$ cat src/sv/gpf_pkg.sv
// shared types for the greatest prime factor block
// no dependencies; imported by the divider and the top level
`timescale 1ns / 1ps

package gpf_pkg;

  // sequencer states of the top level
  typedef enum logic [1:0] {
    S_IDLE,
    S_LAUNCH,
    S_WAIT,
    S_RESULT
  } gpf_state_t;

  // status from the serial divider to the sequencer
  typedef struct packed {
    logic done;      // quotient and remainder valid this cycle
    logic rem_zero;  // remainder is zero
  } gpf_div_stat_t;

endpackage

$ cat src/sv/greatest_prime_factor_top.sv
// greatest prime factor by trial division, top level and sequencer
// depends on gpf_pkg and gpf_div
//
//   channel   handshake             payload
//   input     start, busy           number
//   result    done (one cycle)      factor, bad_input
//
// each trial division runs in the serial divider, one quotient bit per cycle;
// the number of trials grows with the second largest prime factor or with the
// square root of the largest, whichever is more.
// input 0 or 1 gives its result in the cycle right after acceptance.
// busy is high from acceptance until the result cycle ends; rst is synchronous.
// the result strobe cannot be held off by the receiver.
`timescale 1ns / 1ps

module greatest_prime_factor_top
  import gpf_pkg::*;
#(
  parameter int VALUE_WIDTH = 31
) (
  input  logic                   clk,
  input  logic                   rst,
  input  logic                   start,
  input  logic [VALUE_WIDTH-1:0] number,
  output logic                   busy,
  output logic                   done,
  output logic [VALUE_WIDTH-1:0] factor,
  output logic                   bad_input
);

  localparam int W = VALUE_WIDTH;

  gpf_state_t     state, state_next;
  logic [W-1:0]   rest, rest_next;
  logic [W-1:0]   divisor, divisor_next;
  logic [W-1:0]   res, res_next;
  logic           bad, bad_next;

  logic           div_start;
  gpf_div_stat_t  div_stat;
  logic [W-1:0]   div_quo;

  gpf_div #(.W(W)) u_div (
    .clk      (clk),
    .rst      (rst),
    .start    (div_start),
    .dividend (rest),
    .divisor  (divisor),
    .stat     (div_stat),
    .quotient (div_quo)
  );

  always_ff @(posedge clk) begin
    if (rst) begin
      state <= S_IDLE;
    end else begin
      state <= state_next;
    end
  end

  always_ff @(posedge clk) begin
    rest    <= rest_next;
    divisor <= divisor_next;
    res     <= res_next;
    bad     <= bad_next;
  end

  always_comb begin
    state_next   = state;
    rest_next    = rest;
    divisor_next = divisor;
    res_next     = res;
    bad_next     = bad;
    div_start    = 1'b0;
    case (state)
      S_IDLE: begin
        if (start) begin
          rest_next    = number;
          divisor_next = W'(2);
          bad_next     = 1'b0;
          if (number == '0) begin
            res_next   = '0;
            bad_next   = 1'b1;
            state_next = S_RESULT;
          end else if (number[W-1:1] == '0) begin
            // one has no prime factor: the search stops on the first divisor
            res_next   = W'(2);
            state_next = S_RESULT;
          end else begin
            state_next = S_LAUNCH;
          end
        end
      end
      S_LAUNCH: begin
        div_start  = 1'b1;
        state_next = S_WAIT;
      end
      S_WAIT: begin
        if (div_stat.done) begin
          if (div_quo < divisor) begin
            // divisor past the square root: what is left is prime
            res_next   = rest;
            state_next = S_RESULT;
          end else if (div_stat.rem_zero) begin
            rest_next  = div_quo;
            state_next = S_LAUNCH;
          end else begin
            divisor_next = divisor + 1'b1;
            state_next   = S_LAUNCH;
          end
        end
      end
      S_RESULT: begin
        state_next = S_IDLE;
      end
      default: begin
        state_next = S_IDLE;
      end
    endcase
  end

  assign busy      = (state != S_IDLE);
  assign done      = (state == S_RESULT);
  assign factor    = res;
  assign bad_input = bad;

endmodule

$ cat src/sv/gpf_div.sv
// radix-2 restoring divider, one quotient bit per cycle
// depends on gpf_pkg for the status struct
`timescale 1ns / 1ps

module gpf_div
  import gpf_pkg::*;
#(
  parameter int W = 31
) (
  input  logic          clk,
  input  logic          rst,
  input  logic          start,
  input  logic [W-1:0]  dividend,
  input  logic [W-1:0]  divisor,
  output gpf_div_stat_t stat,
  output logic [W-1:0]  quotient
);

  localparam int CW = $clog2(W);

  logic [W-1:0]  rem;
  logic [W-1:0]  quo;
  logic [W-1:0]  dvs;
  logic [CW-1:0] cnt;
  logic          run;
  logic          done;

  logic [W:0]    trial;
  logic [W:0]    diff;
  logic          fit;

  always_comb begin
    trial = {rem, quo[W-1]};
    diff  = trial - {1'b0, dvs};
    // no borrow means the divisor goes into the partial remainder
    fit   = ~diff[W];
  end

  always_ff @(posedge clk) begin
    if (rst) begin
      run  <= 1'b0;
      done <= 1'b0;
    end else begin
      done <= 1'b0;
      if (start) begin
        run <= 1'b1;
      end else if (run && cnt == '0) begin
        run  <= 1'b0;
        done <= 1'b1;
      end
    end
  end

  always_ff @(posedge clk) begin
    if (start) begin
      rem <= '0;
      quo <= dividend;
      dvs <= divisor;
      cnt <= CW'(W - 1);
    end else if (run) begin
      rem <= fit ? diff[W-1:0] : trial[W-1:0];
      quo <= {quo[W-2:0], fit};
      cnt <= cnt - 1'b1;
    end
  end

  assign stat.done     = done;
  assign stat.rem_zero = (rem == '0);
  assign quotient      = quo;

endmodule

$ cat config.mk
export PLATFORM = sky130hd
export DESIGN_NAME = greatest_prime_factor_top
export DESIGN_NICKNAME = d
export VERILOG_FILES = /design/src/sv/gpf_pkg.sv /design/src/sv/greatest_prime_factor_top.sv /design/src/sv/gpf_div.sv
export SDC_FILE = /design/constraint.sdc
export NUM_CORES = 1
export LEC_CHECK = 0
export BUFFER_PORTS_ARGS = -buffer_cell sky130_fd_sc_hd__buf_4
export CORE_ASPECT_RATIO = 1.2
export CORE_MARGIN = 2
export CORE_UTILIZATION = 62
export CTS_CLUSTER_SIZE = 40
export DETAILED_ROUTE_END_ITERATION = 7
export PLACE_DENSITY = 0.9
export SLEW_MARGIN = 15
export SYNTH_ARGS = -nofsm -noshare
export SYNTH_HDL_FRONTEND = slang
export SYNTH_SLANG_ARGS = --single-unit
export TNS_END_PERCENT = 5
$ cat constraint.sdc
create_clock -name clk -period 5.8 [get_ports clk]
set_input_delay 0.58 -clock clk [delete_from_list [all_inputs] [get_ports clk]]
set_output_delay 0.58 -clock clk [all_outputs]
set_load 0.01 [all_outputs]
[Word level (Yosys, flattened, before mapping)]
Cells that the tools add are included.
Storage, ports and cells
  register bits: 196
  input bits: 34
  output and inout port bits: 34
  word-level logic and storage cells: 72
Operators by class
  add/subtract/negate cells: 3
  $lt $le $gt $ge: 1
  equal/unequal tests: 10
  muxes and demuxes: 30
  bitwise gates (word level): 1
  reductions and logical operators: 16
Operators by type and width (number)
  $mux W31: 16
  $pmux W31 S2: 3
  $logic_not A31 Y1: 2
  $sub A32 B31 Y32: 1
  $add A31 B1 Y31 const B: 1
  $lt A31 B31 Y1: 1
  $logic_not A30 Y1: 1
  $reduce_and A5 Y1: 3
  $mux W2: 5
  $ne A2 B2 Y1 const B: 5
  $pmux W2 S4: 1
  $reduce_bool A2 Y1: 4
  $logic_not A5 Y1: 1
  $mux W1: 5
  $sub A5 B1 Y5 const B: 1
  $eq A2 B2 Y1 const B: 2
  $reduce_and A2 Y1: 2
  $ne A3 B3 Y1 const B: 1
  $eq A2 B1 Y1 const B: 1
  $logic_not A2 Y1: 1
  $ne A2 B1 Y1 const B: 1
  $reduce_or A2 Y1: 1
  $logic_and A1 B1 Y1: 1
  $not A1 Y1: 1

[Depth between registers and ports, before layout]
Gate-level depths: netlist of run 1.
  word-level depth: 5
  depth in mapped cells: 13
  gate-level depth less buffers: 12

[By module]
A second synthesis of run 1 with hierarchy kept.
Second synthesis, totals
  cell total of the unflattened synthesis: 1035
  area, all modules: 10862.9 sq um
By module, submodules not included
  gpf_div: times used 1, cells each 552, area each 5785.5 sq um
  greatest_prime_factor_top: times used 1, cells each 483, area each 5077.4 sq um

[Worst setup path after synthesis of run 1]
OpenSTA, ideal clock, no wires.
  path kind: register -> register
  start point: register divisor[16]
  end point: register divisor[0] (enable)
  data arrival time: 3.901 ns
  required time: 5.334 ns
  setup slack: 1.433 ns
  stages on the path, launching flop included: 11
  buffers on the path: 0
  period minus slack after synthesis: 4.367 ns
  cells stage by stage: edfxtp_1 inv_1 ha_1 a21o_1 a21o_1 a21oi_1 o21ai_0 nor2_1 nor4_1 a21oi_1 o31ai_1
On the way
  longest elaborated chain between the ends: 3
Ends and longest elaborated chain
  start, declared: line greatest_prime_factor_top.sv:35  | logic [W-1:0] divisor, divisor_next;
  start signal, assigned: line greatest_prime_factor_top.sv:63  | divisor <= divisor_next;
  $lt A31 B31 Y1: line greatest_prime_factor_top.sv:100  | if (div_quo < divisor) begin
  $ne A2 B2 Y1 (no source line)
  $reduce_and A5 Y1 (no source line)
No other way between the ends.
A chain may end at the register's enable or synchronous reset.

[Worst setup path in the final report of run 1]
  start point: register u_div.quo[30], in the netlist u_div.quotient[30]
  end point: register u_div.rem[20]
On the way
  longest elaborated chain between the ends: 2
Ends and longest elaborated chain
  start, declared: line gpf_div.sv:22  | logic [W-1:0] quo;
  start signal, assigned: line gpf_div.sv:57  | quo <= dividend;
  start signal, assigned: line gpf_div.sv:62  | quo <= {quo[W-2:0], fit};
  $sub A32 B31 Y32: line gpf_div.sv:34  | diff = trial - {1'b0, dvs};
  $mux W31: line gpf_div.sv:61  | rem <= fit ? diff[W-1:0] : trial[W-1:0];
  end signal, assigned: line gpf_div.sv:61
  end, declared: line gpf_div.sv:21  | logic [W-1:0] rem;
No other way between the ends.

==> reports/results.tsv, run 1 <==
metric	value	unit
hold_path_class	in2reg	
worstPathRequired	6120	ps
hold_buffers	0	
timing.hold.worst_path_depth	2	
cp_cell_sequence	inv_1 > ha_1 > inv_1 > fa_1 > a21o_1 > a221oi_1 > nor4_1 > a211oi_1 > nor2_1 > xnor2_1 > and4_1 > a311oi_1	
clk_root_buffer_cell	clkbuf_16	
postRouteWirelength	27670	um
worstRegToRegCells	12	
drc	0	
synth_warnings	0	
numPortBuffers	67	
synth-edff-count	156	
cts.path.max_buffers	2	
cts_sinks	196	
placedCellCount	1412	
ioPinCount	68	
period_needed	3849	ps
instances_no_fill	1445	
worst_slew_margin_rel	24.33	%
cts_post_setup_buffers_inserted	0	
clock-skew-final	19.53	ps
power_density	378.9	nW/um^2
yosys.cell_count.top_type	nand2_1	
tritoncts	yes	
antenna_cells	0	
viasPerCell	6.335	
detailed_place_hpwl	18680	um
yosys.cell_types.count	59	
yosys.area.top_type	edfxtp_1	
timing.setup.tns	0	ps
worst_reg2reg_setup_slack	1950	ps
ys_seq_elements	196	
cp_common_cell	inv_1	
crit_path_start_kind	flop	
layout.filler_cells	1159	
max-cap-violations	0	
postSynth.topFlopCell	edfxtp_1	
gr-total-overflow	0	
cts_max_level	4	
pre_cts_slack	2106	ps
slowest_delay	730	ps
leakagePower	0.005095	uW
area_growth	11.66	%
vias	9154	
share_clk_of_total_power	24.7	%
synthesis.area_per_instance	9.427	um^2
grt_use_total	29.76	%
fp.dieW	125.6	um
global_route_wire_length_before_repair	44710	um
post_route_cells_drive_above_1_share	10.69	%
gp_congestion	0.9366	
largest_net_degree_at_the_start_of_global_routing	69	
crit_slowest_cell	a211oi_1	
slew_violations	0	
drtPass1Iterations	8	
grt_pass1_vias	8782	
die_h	149.9	um
arrival	4160	ps
asyncSetResetFlopFracSynth	0	%
yosysSeqAreaShare	49.86	%
cts-resized-gates	0	
power_frac_seq	40.5	%
run_status	completed	
postLayoutSetupSlackWorst	1951	ps
power.net_switching	1760	uW
wire_per_inst	19.15	um
synth_nets	1265	
post-route-period-util	66.35	%
antenna_found_initial	0	
placement_rows	53	
p_int	2895	uW
synth_top_cells_by_area	edfxtp_1, nand2_1, dfxtp_1, ha_1, o21ai_0	
post_synth_instance_area	11000	um^2
clock_latency	440	ps
fin_nets	1310	
setup-violations-final	0	
cp-end-kind	flop	
core_area	17440	um^2
peakVddDrop	0.0002355	V
fmaxAchievable	259.8	MHz
hold_viol	0	
ant_nets	0	
path_max_fanout	6	
path_class	reg2reg	
start_util	63.08	%
pwr-share-comb	34.8	%
path_clk_slew	70	ps
cts_buffers	17	
sw_frac_of_total	37.81	%
die_area	18830	um^2
synthTopCellsByCount	nand2_1, edfxtp_1, inv_1	
tightestPinTransition	1125	ps
synth_top_cell_area_share	42.58	%
drtIter0Drc	1177	
synth_cells	1167	
grt_setup_unrepaired	no	
report.power.total	4655	uW
## cell type report
class / count / area (um^2) / share of cell area, %
clock inverters: 15 / 138.9 / 1.131
repair buffers: 78 / 605.6 / 4.930
clock buffers: 17 / 425.4 / 3.463
well taps: 220 / 275.3 / 2.241
inverters: 81 / 304.0 / 2.475
multi-input cells: 838 / 5050 / 41.11
flip-flops and latches: 196 / 5485 / 44.65
## power by group through the flow
stage               Clock, uW  Combinational [uW]  Sequential, uW
floorplan                   0                1190            1840
global placement            0                1500            1900
detailed placement          0                1540            1910
CTS                      1150                1580            1880
global route             1200                1780            1900
finish                   1150                1620            1890
## final timing paths
kind | start | endpoint
worst min-delay path | rst | u_div.run
worst max-delay path | u_div.quotient[30] | u_div.rem[20]
worst max register to register | u_div.quotient[30] | u_div.rem[20]
worst min register to register | divisor[28] | u_div.dvs[28]
## flip-flops by register name, summed over array words and instances (netlist names), 2 cells and up
name            cells
factor             31
u_div.cnt           5
u_div.rem          31
state               2
u_div.dvs          31
rest               31
divisor            31
u_div.quotient     31
## cell families after synthesis
kind of cell	after synthesis	share of synthesized area, %
AO/OA/AOI/OAI	235	13.68
buffers and inverters	133	4.651
flip-flops	196	49.86
XOR/XNOR	50	3.980
AND/OR/NAND/NOR	489	20.48
adder cells (fa/ha/maj)	64	7.347
## per-stage QoR
step / hold WS [ps] / cell area, um^2 / utilization (%)
after global routing: 351.1 / 12280 / 70.44
after global placement: 432.1 / 11690 / 67.01
final: 368.2 / 12280 / 70.44
after detailed placement: 436.5 / 11690 / 67.01
after CTS: 355.8 / 12250 / 70.25
after floorplan: 426.4 / 11000 / -
## layer usage
| metal | vias to the layer above | track usage, % | part of all wire, % |
|---|---|---|---|
| met2 | 571 | 49.97 | 50 |
| met3 | 83 | 4.040 | 7.7 |
| li1 | 4231 | - | - |
| met1 | 4269 | 38.18 | 39 |
| met4 | 0 | 14.61 | 4.1 |
| met5 | - | 0 | 0 |
## layout by cell type (no fill, tap or decap), types with 3 or more instances in the layout
master     Yosys  final
clkbuf_16      0     17
o31ai_1       13     12
dfxtp_1       40     40
o21ai_0       73     71
a21oi_1       52     52
and2_1        33     33
or3_1         10     10
and3_1         9      9
a211oi_1       4      4
nor3_1        16     16
nor2_1        68     68
edfxtp_1     156    156
ha_1          63     63
nand2_1      231    231
nand3_1       49     48
buf_4          0     77
nand4_1       16     16
a21o_1        30     30
nor4_1        22     22
inv_1         81     80
inv_6          0      8
xnor2_1       41     41
o211ai_1       6      6
xor2_1         9      9
or2_2          7      7
o21a_1         3      3
a31oi_1       24     24
nand2b_1      15     13
and4_1         3      3
## worst max-delay path, delay by kind of cell (launching register included)
family          cells  cell delay [ps]
buf+inv             2              170
simple gates        3              550
xor+xnor            1              170
flops               1              420
compound gates      4             1840
fa+ha+maj           2              600
Note: power is estimated with default switching activity, not from simulation.
==> run 2, diff against run 1 <==
- ABC_AREA: unset -> 1
- CORE_UTILIZATION: 62 -> 56
- PLACE_DENSITY: 0.9 -> 0.86
- clock period: 5.8 -> 3.3 ns (I/O delays scaled with it)
==> run 2 against run 1 <==
Effect of this change:
- fmax is 36% higher
- worst hold slack worse by 270 ps
- clock power increased by 92%
- combinational power grew to 2.7 times the previous value
- sequential cell count did not move
- sequential share of layout area shrank 3.9 points
- core utilization shrank 6.3 points
- synthesized cell count increased by 31%
- critical endpoint is now factor[15]
==> reports/results.tsv, run 2 <==
metric	value	unit
placed_cell_area	12810	um^2
postSynth.topFlopCell	edfxtp_1	
die_h	164.3	um
final.hold.worst_slack	100.6	ps
area_growth	12.16	%
drc	0	
largest_net_degree_at_the_start_of_global_routing	74	
pre_cts_slack	676.6	ps
vias	10320	
period_needed	2838	ps
placement_rows	58	
drtIter0Drc	961	
detailed_place_hpwl	20960	um
hold_buffers	0	
grt_pass1_vias	9785	
cts-resized-gates	0	
worstPathRequired	3440	ps
cts_buffers	17	
postLayoutSetupSlackWorst	462.5	ps
viasPerCell	5.488	
crit_slowest_cell	nor3b_4	
synth_warnings	0	
detailroute.wirelength.met2	14600	um
worstRegToRegCells	11	
synth-edff-count	156	
layout.cells.most_common	nand2_1	
start_util	57.20	%
yosysSeqAreaShare	45.72	%
post_route_cells_drive_above_1_share	11.36	%
worst_slew_margin_rel	54.63	%
numPortBuffers	67	
hold_path_class	in2reg	
clock-skew-final	16.04	ps
ys_seq_elements	196	
ioPinCount	68	
gr-total-overflow	0	
timing.hold.worst_path_depth	2	
drtPass1Iterations	5	
grt_use_total	26.96	%
run_status	completed	
synth_nets	1629	
m1WireLength	11690	um
synth_top_cells_by_area	edfxtp_1, nand2_1, inv_1, dfxtp_1, ha_1	
power_density	852.6	nW/um^2
post-route-period-util	85.99	%
fmaxAchievable	352.4	MHz
crit_path_start_kind	flop	
global_route_wire_length_before_repair	47420	um
cp_cell_sequence	inv_1 > ha_1 > a21oi_1 > o21ai_0 > nor2_1 > nand2_1 > nand2_1 > nand2_1 > nand2_1 > nor3b_4 > buf_12	
fp.dieW	137.6	um
post_synth_instance_area	12000	um^2
instances_no_fill	1881	
path_max_fanout	24	
slowest_delay	500	ps
tritoncts	yes	
tightestPinTransition	679.9	ps
slew_violations	0	
cts_max_level	4	
launching_instance_or_port_of_the_critical_path	divisor[12]	
die_area	22610	um^2
path_class	reg2reg	
grt_setup_unrepaired	no	
max-cap-violations	0	
yosys.cell_count.top_type	nand2_1	
layout.cells.most_common_list	nand2_1, inv_1, edfxtp_1	
cts_sinks	196	
clock_latency	440	ps
layout.filler_cells	1636	
yosys.area.top_type	edfxtp_1	
placedCellCount	1849	
leakagePower	0.006424	uW
gp_congestion	0.9768	
peakVddDrop	0.0007830	V
cp_common_cell	nand2_1	
wire_per_inst	15.61	um
fin_nets	1696	
hold_viol	0	
cts_post_setup_buffers_inserted	0	
antenna_cells	0	
route.met3.wl	1770	um
cts.path.max_buffers	2	
arrival	2980	ps
ant_nets	0	
report.power.total	11470	uW
synth_cells	1531	
path_clk_slew	90	ps
yosys.cell_types.count	46	
post-route-cell-area	13460	um^2
synthesis.area_per_instance	7.836	um^2
rr_startpoint	divisor[12]	
clk_root_buffer_cell	clkbuf_16	
core_area	20970	um^2
antenna_found_initial	0	
setup-violations-final	0	
cp-end-kind	flop	
routed.top_layer	met4	
synthTopCellsByCount	nand2_1, inv_1, edfxtp_1	
asyncSetResetFlopFracSynth	0	%
worstHoldStart	rst	
synth_top_cell_area_share	39.05	%
postRouteWirelength	29360	um
==> run 2: cell type report <==
class                   instances  area [um^2]  area share [%]
well taps                     270        337.8           2.511
clock buffers                  17        425.4           3.162
inverters                     299         1122           8.341
flip-flops and latches        196         5485           40.77
repair buffers                 80        613.1           4.556
clock inverters                15        220.2           1.637
multi-input cells            1004         5251           39.03
==> run 2: logic make-up (layout without fill, tap and decap cells) <==
family	Yosys count	after routing	synth area share (%)
XOR/XNOR	19	19	1.387
flip-flops	196	196	45.72
AO/OA/AOI/OAI	157	157	6.967
buffers and inverters	331	411	10.82
AND/OR/NAND/NOR	764	764	28.37
adder cells (fa/ha/maj)	64	64	6.738
==> run 2: worst paths after layout <==
kind / to / slack, ps
max: factor[15] / 460
min: state[1] / 100
max reg2reg: factor[15] / 460
min reg2reg: u_div.dvs[30] / 460
==> run 2: layer usage <==
metal  vias up  global-route usage, %
li1       5046                      -
met1      4760                  32.57
met2       426                  46.36
met3        90                  4.352
met4         0                  13.54
met5         -                      0
==> run 2: worst max-delay path: cells and delay by family (launching register included) <==
kind | cells | cell delay, ps
buffers and inverters | 2 | 450
AO/OA/AOI/OAI | 2 | 320
AND/OR/NAND/NOR | 6 | 990
adder cells (fa/ha/maj) | 1 | 300
flip-flops | 1 | 470
==> run 2: stage by stage <==
stage               setup TNS (ps)  utilization [%]
floorplan                   -538.3                -
global placement                 0            61.08
detailed placement               0            61.08
CTS                              0            64.16
global route                     0            64.16
finish                           0            64.16
==> run 2: power by group <==
part / switching (uW) / internal, uW / total (uW)
logic: 3050 / 1400 / 4450
clock network: 1090 / 1120 / 2210
registers: 660 / 4150 / 4810
==> run 3, diff against run 2 <==
- CORE_MARGIN: 2 -> 8
- MAX_ROUTING_LAYER: unset -> met4
==> run 3 against run 2 <==
Effect of this change:
- sequential cell count stayed put
- setup slack better by 71 ps
- global-route usage is 3.3 points lower
- register-to-register slack better by 70 ps
- first-iteration DRC count is 1.0% lower
- cell count hardly changed
- clock power is 5% lower
- critical path depth is 2 higher
==> reports/results.tsv, run 3 (synthesis gave the netlist of run 2 again) <==
metric	value	unit
post-route-period-util	83.82	%
path_clk_slew	70	ps
layout.cells.most_common	nand2_1	
hold_path_class	in2reg	
placed_cell_area	12790	um^2
ant_nets	0	
tritoncts	yes	
wire_per_inst	15.86	um
fp.dieW	149.6	um
antenna_found_initial	0	
instances_no_fill	1880	
hold_viol	0	
slew_violations	0	
grt_setup_unrepaired	no	
report.power.total	11350	uW
power_density	848.0	nW/um^2
cts_sinks	196	
routed.top_layer	met4	
gp_congestion	0.9547	
clk_root_buffer_cell	clkbuf_16	
core_area	20970	um^2
clock-skew-final	14.64	ps
viasPerCell	5.424	
timing.setup.tns	0	ps
cts-resized-gates	0	
fin_nets	1695	
setup-violations-final	0	
arrival	2850	ps
gr-total-overflow	0	
fmaxAchievable	361.5	MHz
detailroute.wirelength.met2	15000	um
hold_buffers	0	
post_route_cells_drive_above_1_share	11.24	%
drc	0	
vias	10200	
drtPass1Iterations	5	
largest_net_degree_at_the_start_of_global_routing	74	
drtIter0Drc	951	
tightestPinTransition	735.5	ps
die_h	176.3	um
grt_use_total	23.66	%
path_class	reg2reg	
antenna_cells	0	
placement_rows	58	
route.met3.wl	1502	um
detailed_place_hpwl	21630	um
leakagePower	0.006392	uW
run_status	completed	
grt_pass1_vias	10200	
cp-end-kind	flop	
worstPathRequired	3390	ps
die_area	26380	um^2
final_util	63.82	%
clock_latency	440	ps
cts_post_setup_buffers_inserted	0	
period_needed	2766	ps
cts.path.max_buffers	2	
peakVddDrop	0.0006362	V
path_max_fanout	31	
m1WireLength	12220	um
placedCellCount	1848	
max-cap-violations	0	
crit_path_start_kind	flop	
cts_buffers	17	
global_route_wire_length_before_repair	48660	um
start_util	57.20	%
ioPinCount	68	
area_growth	11.57	%
post-route-cell-area	13380	um^2
postRouteWirelength	29820	um
cts_max_level	4	
numPortBuffers	67	
worst_slew_margin_rel	50.91	%
layout.cells.most_common_list	nand2_1, inv_1, edfxtp_1	
run 3: cell count changes in the layout (fill, tap and decap cells not counted), sizes merged:
cell | before | now
clkinv | 6 | 5
buf | 80 | 79
clkinvlp | 0 | 1
clkbuf | 17 | 18
inv | 307 | 306
run 3: where the power goes:
group          switching [uW]  internal (uW)  total, uW  leakage [uW]
Clock                    1010           1080       2090      0.000287
Sequential                662           4150       4810       0.00182
Combinational            3070           1380       4450       0.00428
Total                    4740           6610      11300       0.00639
run 3: routing by layer:
metal / GRT usage, % / vias up
met1: 27.27 / 4688
met2: 39.94 / 391
met3: 2.869 / 74
met4: 12.01 / 0
li1: - / 5045
met5: - / -
run 3: final cells by class:
type	count	area, um^2
fillers	1699	7589
flip-flops and latches	196	5485
multi-input cells	1004	5251
inverters	299	1122
repair buffers	79	593.1
clock buffers	18	429.2
well taps	270	337.8
clock inverters	14	165.2
run 3: path summary, 6_finish.rpt:
check,start,endpoint,slack [ps],cells after the start
max,divisor[8],factor[2],530,13
min,rst,state[1],110,2
max reg2reg,divisor[8],factor[2],530,13
min reg2reg,divisor[30],u_div.dvs[30],460,0
run 3: worst max-delay path, stage by stage, from the launching register on:
cell      delay (ps)
edfxtp_1         420
inv_1            160
ha_1             270
nand2_1           60
inv_1             40
o21ai_0          250
a21oi_1          120
nor2_1           100
nand2_1          110
nand2_1           90
nand2_1           70
nand2_1          100
nor3b_4          190
buf_4            420
run 3: through the flow:
stage / setup WS, ps / hold slack, ps
after floorplan: -17.37 / 399.1
after global placement: 837.9 / 431.7
after detailed placement: 793.5 / 450.3
after CTS: 592.2 / 95.91
after global routing: 412.0 / 101.8
final: 533.8 / 112.6
